<file path="src/hw/rtl/atapio_pkg.sv">
`timescale 1ns / 1ps
`default_nettype none

package atapio_pkg;

    localparam int unsigned MAX_BLOCK_BYTES_DEF = 4096;

    localparam int unsigned CFG_INDEX_W = 3;
    localparam int unsigned CFG_DATA_W  = 16;

    localparam logic [CFG_INDEX_W-1:0] CFG_PROTOCOL_MODE = 3'd0;
    localparam logic [CFG_INDEX_W-1:0] CFG_POLL_MODE     = 3'd1;
    localparam logic [CFG_INDEX_W-1:0] CFG_ATAPI_MODE    = 3'd2;
    localparam logic [CFG_INDEX_W-1:0] CFG_BLOCK_BYTES   = 3'd3;
    localparam logic [CFG_INDEX_W-1:0] CFG_BLOCK_TOTAL   = 3'd4;

    localparam logic [1:0] MODE_NON_DATA = 2'd0;
    localparam logic [1:0] MODE_PIO_IN   = 2'd1;
    localparam logic [1:0] MODE_PIO_OUT  = 2'd2;
    localparam logic [1:0] MODE_RESERVED = 2'd3;

    localparam logic [1:0] FN_START  = 2'd0;
    localparam logic [1:0] FN_IRQ    = 2'd1;
    localparam logic [1:0] FN_STATUS = 2'd2;
    localparam logic [1:0] FN_BLOCK  = 2'd3;

    localparam logic [1:0] PH_IDLE   = 2'd0;
    localparam logic [1:0] PH_IRQ    = 2'd1;
    localparam logic [1:0] PH_STATUS = 2'd2;
    localparam logic [1:0] PH_XFER   = 2'd3;

    localparam logic [2:0] ACT_WAIT_IRQ    = 3'd0;
    localparam logic [2:0] ACT_READ_STATUS = 3'd1;
    localparam logic [2:0] ACT_TRANSFER    = 3'd2;
    localparam logic [2:0] ACT_DONE        = 3'd3;
    localparam logic [2:0] ACT_FAILED      = 3'd4;
    localparam logic [2:0] ACT_IGNORED     = 3'd5;

    localparam logic [1:0] ERR_NONE    = 2'd0;
    localparam logic [1:0] ERR_TIMEOUT = 2'd1;
    localparam logic [1:0] ERR_STATUS  = 2'd2;

    localparam int unsigned ST_BSY_BIT = 7;
    localparam int unsigned ST_DRQ_BIT = 3;

    localparam logic [12:0] BLOCK_BYTES_RST = 13'd512;
    localparam logic [15:0] BLOCK_TOTAL_RST = 16'd1;

    typedef struct packed {
        logic [1:0]  protocol_mode;
        logic        poll_mode;
        logic        atapi_mode;
        logic [12:0] block_bytes;
        logic [15:0] block_total;
    } t_cfg;

    typedef struct packed {
        logic [1:0]  phase;
        logic [15:0] blk_count;
        logic [31:0] bytes_done;
        logic [15:0] packet_bytes;
    } t_state;

    typedef struct packed {
        logic [1:0]  func;
        logic [7:0]  status_byte;
        logic        irq_timed_out;
        logic [15:0] device_byte_count;
    } t_event;

    typedef struct packed {
        logic [2:0]  action;
        logic [1:0]  error_code;
        logic [15:0] block_index;
    } t_result;

endpackage

`default_nettype wire

</file>
<file path="src/hw/rtl/atapio_step.sv">
`timescale 1ns / 1ps
`default_nettype none

module atapio_step #(
    parameter int unsigned MAX_BLOCK_BYTES = atapio_pkg::MAX_BLOCK_BYTES_DEF
) (
    input  var atapio_pkg::t_cfg    i_cfg,
    input  var atapio_pkg::t_state  i_state,
    input  var atapio_pkg::t_event  i_event,
    output atapio_pkg::t_state      o_state,
    output atapio_pkg::t_result     o_result
);

    logic        clamp;
    logic [12:0] inc;
    logic [15:0] blocks_inc;
    logic [32:0] bytes_sum;
    logic [31:0] bytes_inc;
    logic        bsy;
    logic        drq;
    logic        write_done;
    logic        read_done;
    atapio_pkg::t_state n_state;
    logic [2:0]  action;
    logic [1:0]  err;

    assign clamp = {19'd0, i_cfg.block_bytes} > 32'(MAX_BLOCK_BYTES);
    assign inc   = clamp ? 13'(MAX_BLOCK_BYTES) : i_cfg.block_bytes;

    assign blocks_inc = (i_state.blk_count != 16'hFFFF) ? i_state.blk_count + 16'd1
                                                        : i_state.blk_count;
    assign bytes_sum  = {1'b0, i_state.bytes_done} + {20'd0, inc};
    assign bytes_inc  = bytes_sum[32] ? 32'hFFFF_FFFF : bytes_sum[31:0];

    assign bsy = i_event.status_byte[atapio_pkg::ST_BSY_BIT];
    assign drq = i_event.status_byte[atapio_pkg::ST_DRQ_BIT];

    assign write_done = i_cfg.atapi_mode
        ? (i_state.bytes_done >= {16'd0, i_state.packet_bytes})
        : (i_state.blk_count == i_cfg.block_total);
    assign read_done = i_cfg.atapi_mode
        ? (bytes_inc >= {16'd0, i_state.packet_bytes})
        : (blocks_inc >= i_cfg.block_total);

    always_comb begin
        n_state = i_state;
        action  = atapio_pkg::ACT_IGNORED;
        err     = atapio_pkg::ERR_NONE;
        case (i_event.func)
            atapio_pkg::FN_START: begin
                n_state.blk_count    = '0;
                n_state.bytes_done   = '0;
                n_state.packet_bytes = '0;
                if (i_cfg.protocol_mode == atapio_pkg::MODE_RESERVED) begin
                    n_state.phase = atapio_pkg::PH_IDLE;
                end else if (i_cfg.protocol_mode == atapio_pkg::MODE_PIO_OUT
                             || i_cfg.poll_mode) begin
                    n_state.phase = atapio_pkg::PH_STATUS;
                    action        = atapio_pkg::ACT_READ_STATUS;
                end else begin
                    n_state.phase = atapio_pkg::PH_IRQ;
                    action        = atapio_pkg::ACT_WAIT_IRQ;
                end
            end
            atapio_pkg::FN_IRQ: begin
                if (i_state.phase == atapio_pkg::PH_IRQ) begin
                    if (i_event.irq_timed_out) begin
                        n_state.phase = atapio_pkg::PH_IDLE;
                        action        = atapio_pkg::ACT_FAILED;
                        err           = atapio_pkg::ERR_TIMEOUT;
                    end else begin
                        if (i_cfg.protocol_mode != atapio_pkg::MODE_NON_DATA
                            && i_cfg.atapi_mode && i_state.packet_bytes == 16'd0) begin
                            n_state.packet_bytes = i_event.device_byte_count;
                        end
                        n_state.phase = atapio_pkg::PH_STATUS;
                        action        = atapio_pkg::ACT_READ_STATUS;
                    end
                end
            end
            atapio_pkg::FN_STATUS: begin
                if (i_state.phase == atapio_pkg::PH_STATUS) begin
                    if (i_cfg.protocol_mode == atapio_pkg::MODE_NON_DATA) begin
                        if (bsy) begin
                            action = atapio_pkg::ACT_READ_STATUS;
                        end else begin
                            n_state.phase = atapio_pkg::PH_IDLE;
                            action        = atapio_pkg::ACT_DONE;
                        end
                    end else if (i_cfg.protocol_mode == atapio_pkg::MODE_PIO_OUT
                                 && write_done) begin
                        n_state.phase = atapio_pkg::PH_IDLE;
                        action        = atapio_pkg::ACT_DONE;
                    end else if (!bsy && !drq) begin
                        n_state.phase = atapio_pkg::PH_IDLE;
                        action        = atapio_pkg::ACT_FAILED;
                        err           = atapio_pkg::ERR_STATUS;
                    end else if (bsy) begin
                        action = atapio_pkg::ACT_READ_STATUS;
                    end else begin
                        n_state.phase = atapio_pkg::PH_XFER;
                        action        = atapio_pkg::ACT_TRANSFER;
                    end
                end
            end
            default: begin
                if (i_state.phase == atapio_pkg::PH_XFER) begin
                    n_state.blk_count  = blocks_inc;
                    n_state.bytes_done = bytes_inc;
                    if (i_cfg.protocol_mode != atapio_pkg::MODE_PIO_OUT && read_done) begin
                        n_state.phase = atapio_pkg::PH_IDLE;
                        action        = atapio_pkg::ACT_DONE;
                    end else if (i_cfg.poll_mode) begin
                        n_state.phase = atapio_pkg::PH_STATUS;
                        action        = atapio_pkg::ACT_READ_STATUS;
                    end else begin
                        n_state.phase = atapio_pkg::PH_IRQ;
                        action        = atapio_pkg::ACT_WAIT_IRQ;
                    end
                end
            end
        endcase
    end

    assign o_state              = n_state;
    assign o_result.action      = action;
    assign o_result.error_code  = err;
    assign o_result.block_index = n_state.blk_count;

endmodule

`default_nettype wire

</file>
<file path="src/hw/rtl/ata_pio_protocol_engine_core.sv">
`timescale 1ns / 1ps
`default_nettype none

// Host-side sequencer for the data phase of an ATA command.
// Events arrive on the input channel (i_in_valid / o_in_ready): start, interrupt,
// status sample or block moved. Each accepted event yields exactly one result on
// the output channel (o_out_valid / i_out_ready): next action, error code and
// block index.
// The configuration channel (i_cfg_valid / o_cfg_ready) is always ready and writes
// one register per transfer; it is meant to be used only while the block is idle.
// The result of an accepted event is registered in the output register, or in the
// skid register while the receiver stalls. The block takes one event per cycle while
// o_in_ready is high, since the state update ahead of the output stage is combinational.
// A two-entry output stage (output register plus skid register) lets the block
// take an event while a result waits; o_in_ready drops only when both entries are
// full, so a stalled receiver holds back at most two results.
// Synchronous reset returns the configuration to its defaults (non-data mode,
// interrupt driven, 512-byte blocks, one block), the phase to idle, the counters
// to zero and empties the output stage.

module ata_pio_protocol_engine_core #(
    parameter int unsigned MAX_BLOCK_BYTES = atapio_pkg::MAX_BLOCK_BYTES_DEF
) (
    input  wire                                  i_clk,
    input  wire                                  i_rst_n,
    input  wire                                  i_cfg_valid,
    output logic                                 o_cfg_ready,
    input  wire  [atapio_pkg::CFG_INDEX_W-1:0]   i_cfg_index,
    input  wire  [atapio_pkg::CFG_DATA_W-1:0]    i_cfg_wdata,
    input  wire                                  i_in_valid,
    output logic                                 o_in_ready,
    input  wire  [1:0]                           i_func,
    input  wire  [7:0]                           i_status_byte,
    input  wire                                  i_irq_timed_out,
    input  wire  [15:0]                          i_device_byte_count,
    output logic                                 o_out_valid,
    input  wire                                  i_out_ready,
    output logic [2:0]                           o_action,
    output logic [1:0]                           o_error_code,
    output logic [15:0]                          o_block_index
);

    atapio_pkg::t_cfg    r_cfg;
    atapio_pkg::t_state  r_state;
    atapio_pkg::t_state  n_state;
    atapio_pkg::t_event  event_in;
    atapio_pkg::t_result step_result;
    atapio_pkg::t_result r_out;
    atapio_pkg::t_result r_skid;
    logic                r_out_valid;
    logic                r_skid_valid;
    logic                in_xfer;
    logic                out_xfer;
    logic                cfg_xfer;

    assign o_cfg_ready = 1'b1;
    assign o_in_ready  = !r_skid_valid;
    assign cfg_xfer    = i_cfg_valid && o_cfg_ready;
    assign in_xfer     = i_in_valid && o_in_ready;
    assign out_xfer    = r_out_valid && i_out_ready;

    assign event_in.func              = i_func;
    assign event_in.status_byte       = i_status_byte;
    assign event_in.irq_timed_out     = i_irq_timed_out;
    assign event_in.device_byte_count = i_device_byte_count;

    atapio_step #(
        .MAX_BLOCK_BYTES(MAX_BLOCK_BYTES)
    ) u_step (
        .i_cfg    (r_cfg),
        .i_state  (r_state),
        .i_event  (event_in),
        .o_state  (n_state),
        .o_result (step_result)
    );

    always_ff @(posedge i_clk) begin
        if (!i_rst_n) begin
            r_cfg.protocol_mode <= atapio_pkg::MODE_NON_DATA;
            r_cfg.poll_mode     <= 1'b0;
            r_cfg.atapi_mode    <= 1'b0;
            r_cfg.block_bytes   <= atapio_pkg::BLOCK_BYTES_RST;
            r_cfg.block_total   <= atapio_pkg::BLOCK_TOTAL_RST;
        end else if (cfg_xfer) begin
            case (i_cfg_index)
                atapio_pkg::CFG_PROTOCOL_MODE: r_cfg.protocol_mode <= i_cfg_wdata[1:0];
                atapio_pkg::CFG_POLL_MODE:     r_cfg.poll_mode     <= i_cfg_wdata[0];
                atapio_pkg::CFG_ATAPI_MODE:    r_cfg.atapi_mode    <= i_cfg_wdata[0];
                atapio_pkg::CFG_BLOCK_BYTES:   r_cfg.block_bytes   <= i_cfg_wdata[12:0];
                atapio_pkg::CFG_BLOCK_TOTAL:   r_cfg.block_total   <= i_cfg_wdata;
                default: begin
                end
            endcase
        end
    end

    always_ff @(posedge i_clk) begin
        if (!i_rst_n) begin
            r_state.phase        <= atapio_pkg::PH_IDLE;
            r_state.blk_count    <= '0;
            r_state.bytes_done   <= '0;
            r_state.packet_bytes <= '0;
        end else if (in_xfer) begin
            r_state <= n_state;
        end
    end

    always_ff @(posedge i_clk) begin
        if (!i_rst_n) begin
            r_out_valid  <= 1'b0;
            r_skid_valid <= 1'b0;
        end else begin
            if (r_skid_valid) begin
                if (out_xfer) begin
                    r_skid_valid <= 1'b0;
                end
            end else if (in_xfer && r_out_valid && !i_out_ready) begin
                r_skid_valid <= 1'b1;
            end
            if (in_xfer || r_skid_valid) begin
                r_out_valid <= 1'b1;
            end else if (out_xfer) begin
                r_out_valid <= 1'b0;
            end
        end
    end

    always_ff @(posedge i_clk) begin
        if (r_skid_valid) begin
            if (out_xfer) begin
                r_out <= r_skid;
            end
        end else if (in_xfer) begin
            if (r_out_valid && !i_out_ready) begin
                r_skid <= step_result;
            end else begin
                r_out <= step_result;
            end
        end
    end

    assign o_out_valid   = r_out_valid;
    assign o_action      = r_out.action;
    assign o_error_code  = r_out.error_code;
    assign o_block_index = r_out.block_index;

`ifndef SYNTHESIS
    a_skid_implies_out: assert property (@(posedge i_clk) disable iff (!i_rst_n)
        r_skid_valid |-> r_out_valid)
        else $error("Skid entry holds a result while the output register is empty.");

    a_accept_gives_result: assert property (@(posedge i_clk) disable iff (!i_rst_n)
        in_xfer |=> r_out_valid)
        else $error("An accepted event did not produce a result.");

    a_stall_fills_skid: assert property (@(posedge i_clk) disable iff (!i_rst_n)
        (in_xfer && r_out_valid && !i_out_ready) |=> r_skid_valid)
        else $error("A result arriving during a stall was not kept in the skid entry.");

    a_failed_has_error: assert property (@(posedge i_clk) disable iff (!i_rst_n)
        (r_out_valid && (r_out.action == atapio_pkg::ACT_FAILED))
            |-> (r_out.error_code != atapio_pkg::ERR_NONE))
        else $error("A failed action carries no error code.");

    a_error_only_on_fail: assert property (@(posedge i_clk) disable iff (!i_rst_n)
        (r_out_valid && (r_out.error_code != atapio_pkg::ERR_NONE))
            |-> (r_out.action == atapio_pkg::ACT_FAILED))
        else $error("An error code appears with an action other than failed.");
`endif

endmodule

`default_nettype wire

</file>
<file path="config.mk">
export PLATFORM = sky130hd
export DESIGN_NAME = ata_pio_protocol_engine_core
export DESIGN_NICKNAME = d
export VERILOG_FILES = /design/src/hw/rtl/atapio_pkg.sv /design/src/hw/rtl/atapio_step.sv /design/src/hw/rtl/ata_pio_protocol_engine_core.sv
export SDC_FILE = /design/constraint.sdc
export NUM_CORES = 1
export LEC_CHECK = 0
export BUFFER_PORTS_ARGS = -buffer_cell sky130_fd_sc_hd__clkbuf_2
export CORE_MARGIN = 4
export CORE_UTILIZATION = 62
export CTS_CLUSTER_DIAMETER = 80
export DETAILED_ROUTE_END_ITERATION = 16
export PLACE_DENSITY_LB_ADDON = 0.08
export SKIP_CTS_REPAIR_TIMING = 1
export SKIP_LAST_GASP = 1
export SYNTH_ARGS = -nofsm -noshare
export SYNTH_HDL_FRONTEND = slang
export SYNTH_SLANG_ARGS = --single-unit
</file>
<file path="constraint.sdc">
create_clock -name i_clk -period 14 [get_ports i_clk]
set_input_delay 2.1 -clock i_clk [delete_from_list [all_inputs] [get_ports i_clk]]
set_output_delay 2.1 -clock i_clk [all_outputs]
set_load 0.01 [all_outputs]
</file>
# Word-level counts from Yosys, hierarchy flattened
# Index checks and enable logic that the tools add are counted.
[op_classes]
eq_ne = 22
muxes = 54
reduce_logical = 37
order_cmp = 4
add_sub_neg = 2
bitwise_logic = 2
[op_table]
columns = ["cell", "n"]
rows = [
  ["$pmux 48 s2", 1],
  ["$mux 21", 4],
  ["$ge 32x16->1", 2],
  ["$mux 16", 4],
  ["$mux 50", 1],
  ["$mux 2", 20],
  ["$add 32x13->33", 1],
  ["$mux 32", 1],
  ["$pmux 16 s2", 1],
  ["$mux 3", 8],
  ["$add 16x1->16 const B", 1],
  ["$eq 16x16->1", 1],
  ["$ge 16x16->1", 1],
  ["$logic_not 16->1", 1],
  ["$ne 16x16->1 const B", 1],
  ["$gt 13x13->1 const B", 1],
  ["$mux 13", 1],
  ["$eq 2x2->1 const B", 5],
  ["$logic_and 1x1->1", 10],
  ["$mux 1", 10],
  ["$reduce_and 2->1", 5],
  ["$reduce_bool 2->1", 5],
  ["$pmux 3 s3", 1],
  ["$reduce_and 3->1", 3],
  ["other kinds (19)", 32],
]
[totals]
wordCells = 138
ff_bits = 143

# Longest topological paths before layout
# Gate-level depths: netlist of run 1.
[depth]
ltp_word = 13
ltp_mapped = 22
mapped_depth_nobuf = 19

# Modules after synthesis
# A second synthesis of run 1 with hierarchy kept.
[unflattened]
hier_cells = 1210
hier_area_um2 = 9893.2
[modules_own_cells]
columns = ["module", "area_per_inst_um2", "cells_each", "seq_area_each_um2", "n_inst"]
rows = [
  ["ata_pio_protocol_engine_core", 5276.3, 502, 3283.1, 1],
  ["atapio_step", 4616.9, 708, 0.0, 1],
]

# Least setup slack after synthesis of run 1
# Ideal clock, no wire load.
[synth_timing]
kind = "register to register"
start = "reg r_cfg[28] (netlist name)"
end = "reg r_out (netlist bit o_action[0]), data pin"
path_buffers = 3
path_slack_ns = 8.808
t_required_ns = 13.736
path_stages_with_launch = 23
arrival_ns = 4.928
synth_period_minus_slack_ns = 5.192
path_cell_list = "dfxtp_1 > clkbuf_1 > nor2b_1 > ha_1 > fa_1 > a211oi_1 > o211ai_1 > nand3b_1 > nand2_1 > nand3_1 > clkbuf_1 > buf_1 > nand2_1 > ha_1 > o21a_1 > o211ai_1 > nand2_1 > o211ai_1 > nand4_1 > or4_4 > nor4b_4 > a31oi_2 > o41a_1"
[synth_between]
elab_chain_len = 13
[synth_lines]
columns = ["item", "line_no", "text"]
rows = [
  ["from (decl)", "ata_pio_protocol_engine_core.sv:43", "atapio_pkg::t_cfg r_cfg;"],
  ["$gt 13x13->1", "atapio_step.sv:27", "assign clamp = {19'd0, i_cfg.block_bytes} > 32'(MAX_BLOCK_BYTES);"],
  ["$mux 13 (*)", "atapio_step.sv:28", "assign inc = clamp ? 13'(MAX_BLOCK_BYTES) : i_cfg.block_bytes;"],
  ["$add 32x13->33 (*)", "atapio_step.sv:32", "assign bytes_sum = {1'b0, i_state.bytes_done} + {20'd0, inc};"],
  ["$mux 32 (*)", "atapio_step.sv:33", "assign bytes_inc = bytes_sum[32] ? 32'hFFFF_FFFF : bytes_sum[31:0];"],
  ["$ge 32x16->1 (*)", "atapio_step.sv:42", "? (bytes_inc >= {16'd0, i_state.packet_bytes})"],
  ["$mux 1 (*)", "atapio_step.sv:42", ""],
  ["$logic_and 1x1->1 (*)", "atapio_step.sv:110", "if (i_cfg.protocol_mode != atapio_pkg::MODE_PIO_OUT && read_done) begin"],
  ["$mux 2 (*)", "atapio_step.sv:110", ""],
  ["$mux 3 (*)", "atapio_step.sv:107", "if (i_state.phase == atapio_pkg::PH_XFER) begin"],
  ["$pmux 3 s3 (*)", "atapio_step.sv:49", "case (i_event.func)"],
  ["$mux 21 (*)", "ata_pio_protocol_engine_core.sv:134", "if (r_out_valid && !i_out_ready) begin"],
  ["$mux 21 (*)", "ata_pio_protocol_engine_core.sv:133", "end else if (in_xfer) begin"],
  ["$mux 21 (*)", "ata_pio_protocol_engine_core.sv:129", "if (r_skid_valid) begin"],
  ["to (signal assigned)", "ata_pio_protocol_engine_core.sv:131", "r_out <= r_skid;"],
  ["to (signal assigned)", "ata_pio_protocol_engine_core.sv:137", "r_out <= step_result;"],
  ["to (decl)", "ata_pio_protocol_engine_core.sv:48", "atapio_pkg::t_result r_out;"],
]
# Every way passes the cells marked *; elsewhere a longest branch is shown, timed or not. The select of a mux whose other input is x is not followed.
# A chain may end at the register's enable or synchronous reset.

# Worst setup path in the final report of run 1
# Same ends and word-level chain as after synthesis.

==> results of run 1 <==
## routing by layer
| layer | global-route usage | up-vias |
|---|---|---|
| met1 | 0.4390 | 3919 |
| met4 | 0.09230 | 0 |
| met3 | 0.05117 | 42 |
| li1 | - | 4092 |
| met5 | 0 | - |
| met2 | 0.4437 | 356 |
## stage by stage
step | hold slack [ns] | power (mW)
global route | 0.4772 | 1.021
finish | 0.4541 | 0.9896
floorplan | 0.4318 | 0.5149
detailed placement | 0.4450 | 0.5473
global placement | 0.4405 | 0.5450
CTS | 0.4540 | 0.9924
## registers in the layout (all words and copies together), names as in the netlist
name and count:
r_state 66, o_error_code 2, o_block_index 16, r_skid_valid 1, r_cfg 33, o_out_valid 1, r_skid 21, o_action 3
## worst reg2reg max path, cell delays in order, from the launching register on
cell and delay [ns]:
dfxtp_1 0.63, nor2b_1 0.11, ha_1 0.24, fa_1 0.43, a211oi_1 0.27, o211ai_1 0.24, nand3b_1 0.22, nand2_1 0.20
nand3_1 0.68, nand2_1 0.20, ha_1 0.34, a21oi_1 0.19, nand2_1 0.07, o211ai_1 0.37, nand4_1 0.14, or4_4 0.57
nor4b_4 0.35, a31oi_2 0.20, o41a_1 0.34
## cell families (layout without fill, tap and decap cells)
kind of cell             Yosys count  after routing  share of synthesized area
AO/OA/AOI/OAI                    288            288                     0.1919
XOR/XNOR                          48             48                    0.04557
adder cells (fa/ha/maj)           67             67                    0.09167
buffers and inverters            121            157                    0.05913
flip-flops                       143            143                     0.3558
multiplexers                      24             24                    0.02861
other                              1              2                  0.0004064
AND/OR/NAND/NOR                  437            437                     0.2269
## power breakdown
part	switching, mW	internal, mW
clock network	0.200	0.250
registers	0.00968	0.440
logic	0.0565	0.0341
total	0.266	0.724
## Yosys cell counts (16+ instances only)
cell,instances,area share
nand2_1,174,0.071
clkbuf_1,52,0.021
xnor2_1,22,0.021
a31oi_1,17,0.012
a21oi_1,110,0.060
edfxtp_1,42,0.14
a21o_1,16,0.013
mux2_2,19,0.023
o21ai_0,61,0.033
xor2_1,26,0.025
dfxtp_1,101,0.22
ha_1,66,0.090
nor3_1,25,0.014
nor2b_1,20,0.014
nand3_1,31,0.017
inv_1,50,0.020
nand4_1,33,0.022
nor2_1,82,0.033
a22oi_1,19,0.015
## worst paths after layout
check / slack [ns] / cells after the start / startpoint / to
worst min register to register: 0.45 / 2 / r_state[3] / r_state[3]
worst max register to register: 7.96 / 18 / r_cfg[28] / o_action[0]
worst min-delay path: 0.45 / 2 / r_state[3] / r_state[3]
worst max-delay path: 7.96 / 18 / r_cfg[28] / o_action[0]
## layout make-up
cell class	instances	area share
multi-input cells	865	0.5370
clock inverters	15	0.01464
well taps	184	0.02283
flip-flops and latches	143	0.3256
diodes	1	0.0002482
inverters	51	0.01899
clock buffers	17	0.04219
repair buffers	74	0.03847
==> results.cfg, run 1 <==
[critical_path]
crit_arrival_ns = 6.22
crit_type = reg2reg
crit_path_frequent_cell = nand2_1
end_kind = register
required_ns = 14.18
cp.buffers_inverters = 0
crit_chain = nor2b_1, ha_1, fa_1, a211oi_1, o211ai_1, nand3b_1, nand2_1, nand3_1, nand2_1, ha_1, a21oi_1, nand2_1, o211ai_1, nand4_1, or4_4, nor4b_4, a31oi_2, o41a_1
cp_top_family = simple AND/OR/NAND/NOR gates
start_kind = register
crit_slowest_cell = nand3_1
worst_path_largest_cell_delay_ns = 0.68
worstPathMaxFanout = 20

[clock_tree]
htree_levels = 4
cts_sinks = 143
numCtsBuffers = 17
root_buffer = clkbuf_16
path_clk_slew_ns = 0.07
cts_tree = built
clock_latency_ns = 0.44
cts.path.max_buffers = 2

[finish]
area_delta_synth_final_pct = 9.289
final_nets = 1270
final_cell_mix = 174 x nand2_1, 109 x a21oi_1, 101 x dfxtp_1
final_area_um2 = 10080
regArea_um2 = 3283
n_fill_cell = 1283
fin_cells = 1350
drive_above_1_share = 0.1313
layout_commonest_cell = nand2_1
utilization = 0.6938
multiInputGateArea_um2 = 5415

[synth]
netlist_area_um2 = 9226
ys.flop_type = dfxtp_1
synth_cell_types = 76
synthArstFlopShare = 0
yosysWarnings = 0
syn-instance-count = 1129
syn_avg_cell_area_um2 = 8.172
syn-num-nets = 1247
yosys_register_bits = 143
synth_seq_area_share = 0.3558
synth_edf_count = 42

[detailed_routing]
drtPass1Iterations = 7
wl_met1_mm = 11.52
vias = 8409
drt_iter0_drc = 835
post-route-drc-count = 0
wire_per_inst_um = 18.24
wl_mm = 24.63
viasPerCell = 6.229
dr.max_layer_used = met4
antenna_left = 0
wl_met3_mm = 1.887
routed-wl-met2_mm = 10.76

[hold_path]
min_path_type = reg2reg

[place]
io_buffers = 67
dp_hpwl_mm = 17.43
place_inst = 1317
place.gp.congestion = 0.9360
place_area_um2 = 9508
dp_slack_ns = 8.042

[grt]
track_usage = 0.2967
grt_max_degree = 60
antenna_found_initial = 0
grt_pass1_vias = 7533
grt_first_pass_wirelength_mm = 39.39
overflow = 0

[floorplan]
start_util = 0.6348
die_x_um = 130.0
dieHeight_um = 130.0
core_area_um2 = 14530
dieArea_um2 = 16900
rows = 44
io_pins = 75

[timing]
rsz0062_at_grt = false
period_needed_ns = 6.042
setup_viol = 0
slew_viol_final = 0
fmax_mhz = 165.5
hold_viol = 0
fin_crit_sh = 0.4315
relSlewSlack = 0.2032
tightest_slew_ns = 1.186
worst_slack_ns = 7.958
setup-tns-final_ns = 0
clock_skew_ns = 0.008413

[pwr]
vdd_ir_drop_max_mv = 0.09362
leakagePower_nw = 3.932
powerDensity_nw_per_um2 = 98.14

[status]
status = finished, final reports clean

[run]
max-cap-violations = 0
No activity file was read; power rests on OpenSTA's default activity.
==> inputs of run 2 (changes only) <==
--- a/config.mk
+++ b/config.mk
@@ -7,7 +7,7 @@
 export LEC_CHECK = 0
 export BUFFER_PORTS_ARGS = -buffer_cell sky130_fd_sc_hd__clkbuf_2
 export CORE_MARGIN = 4
-export CORE_UTILIZATION = 62
+export CORE_UTILIZATION = 55
 export CTS_CLUSTER_DIAMETER = 80
 export DETAILED_ROUTE_END_ITERATION = 16
 export PLACE_DENSITY_LB_ADDON = 0.08
==> constraint.sdc (replaced) <==
create_clock -name i_clk -period 5.4 [get_ports i_clk]
set_input_delay 0.81 -clock i_clk [delete_from_list [all_inputs] [get_ports i_clk]]
set_output_delay 0.81 -clock i_clk [all_outputs]
set_load 0.01 [all_outputs]
==> results.cfg, run 2 (synthesized netlist as in run 1, its figures left out) <==
[timing]
period_needed_ns = 5.119
fmax_mhz = 195.4
setup-tns-final_ns = 0
tightest_slew_ns = 1.066
hold_viol = 0
fin_crit_sh = 0.9479
clock_skew_ns = 0.01368
relSlewSlack = 0.2841
hold_ws_ns = 0.4557
slew_viol_final = 0
rsz0062_at_grt = false
setup_viol = 0

[critical_path]
cp-startpoint = r_cfg[28]
cp_top_family = simple AND/OR/NAND/NOR gates
crit_slowest_cell = or4_4
crit_arrival_ns = 5.28
start_kind = register
crit_chain = nor2b_1, ha_1, fa_1, a211oi_1, o211ai_1, nand3b_1, nand2_1, nand3_1, buf_6, nand2_1, ha_1, o21a_1, o211ai_1, nand2_1, o211ai_1, nand4_1, or4_4, nor4b_4, a31oi_2, o41a_1
worstPathMaxFanout = 20
r2r_start = r_cfg[28]
cp.buffers_inverters = 1
end_kind = register
required_ns = 5.56
worst_path_largest_cell_delay_ns = 0.57
crit_type = reg2reg

[grt]
grt_max_degree = 53
overflow = 0
track_usage = 0.2711
grt_pass1_vias = 7430
grt_first_pass_wirelength_mm = 39.97
antenna_found_initial = 0

[place]
dp_hpwl_mm = 18.30
io_buffers = 67
place_inst = 1359
place.gp.congestion = 0.9508

[pwr]
powerDensity_nw_per_um2 = 247.1
vdd_ir_drop_max_mv = 0.3372
leakagePower_nw = 3.958
p_total_mw = 2.509

[floorplan]
die_x_um = 137.5
rows = 47
core_area_um2 = 16520
dieHeight_um = 137.5
io_pins = 75
start_util = 0.5583
dieArea_um2 = 18910

[clock_tree]
cts_sinks = 143
htree_levels = 4
root_buffer = clkbuf_16
cts.path.max_buffers = 2
numCtsBuffers = 17
path_clk_slew_ns = 0.06
clock_latency_ns = 0.42
cts_tree = built

[detailed_routing]
drtPass1Iterations = 5
antenna_left = 0
wire_per_inst_um = 18.15
post-route-drc-count = 0
viasPerCell = 5.967
drt_iter0_drc = 734
wl_mm = 25.24
vias = 8300

[finish]
n_fill_cell = 1510
largest_reg_flops = 66
num_antenna_cells = 0
fin_cells = 1391
final_cell_mix = 174 x nand2_1, 109 x a21oi_1, 101 x dfxtp_1
final_nets = 1276
layout_commonest_cell = nand2_1
area_delta_synth_final_pct = 10.05
drive_above_1_share = 0.1358
top_regs = r_state (66), r_cfg (33), r_skid (21)
top_register = r_state

[run]
max-cap-violations = 0

[hold_path]
hp-start = r_cfg[17]
min_path_type = reg2reg

[status]
status = finished, final reports clean
## run 2: cell types whose count changed in the layout (fill, tap and decap cells not counted)
cell        previous run  this run
buf_4                  7        12
clkinv_4               1         6
clkinvlp_4             3         1
buf_6                  0         1
bufinv_16              1         0
diode_2                1         0
inv_6                  5         4
inv_8                  3         2
## run 2: path summary, 6_finish.rpt
| kind | to | slack, ns | cells past startpoint |
|---|---|---|---|
| max | o_action[0] | 0.28 | 20 |
| max reg2reg | o_action[0] | 0.28 | 20 |
| min reg2reg | r_cfg[17] | 0.46 | 2 |
| min | r_cfg[17] | 0.46 | 2 |
## run 2: worst register-to-register path, stage by stage (launching register included)
cell	delay, ns
dfxtp_1	0.37
nor2b_1	0.07
ha_1	0.22
fa_1	0.43
a211oi_1	0.32
o211ai_1	0.23
nand3b_1	0.21
nand2_1	0.09
nand3_1	0.10
buf_6	0.23
nand2_1	0.13
ha_1	0.31
o21a_1	0.18
o211ai_1	0.17
nand2_1	0.07
o211ai_1	0.15
nand4_1	0.13
or4_4	0.57
nor4b_4	0.33
a31oi_2	0.19
o41a_1	0.35
## run 2: metal layers
metal | routed length [µm] | track usage
met1 | 12440 | 0.4063
met2 | 10570 | 0.3948
met3 | 1757 | 0.05771
met4 | 478 | 0.06929
met5 | 0 | 0
## run 2: layout make-up
cell class	instances	area, µm²	area share
clock buffers	17	425.4	0.04190
clock inverters	15	126.4	0.01245
inverters	51	191.4	0.01885
multi-input cells	865	5415	0.5333
flip-flops and latches	143	3283	0.3234
well taps	220	275.3	0.02711
repair buffers	80	436.7	0.04301
## run 2: through the flow
stage | area, µm² | util | setup slack, ns
6_report | 10150 | 0.6144 | 0.2812
4_1_cts | 10150 | 0.6142 | 0.2329
5_1_grt | 10150 | 0.6144 | 0.03741
2_1_floorplan | 9226 | - | 0.2082
3_3_place_gp | 9598 | 0.5808 | 0.3222
3_5_place_dp | 9598 | 0.5808 | 0.2767
## run 2: report_power, final
part | switching (mW) | total (mW) | leakage [nW] | internal (mW)
combinational | 0.147 | 0.236 | 2.48 | 0.0888
sequential | 0.0236 | 1.16 | 1.21 | 1.14
clock | 0.508 | 1.11 | 0.270 | 0.601
total | 0.679 | 2.51 | 3.96 | 1.83
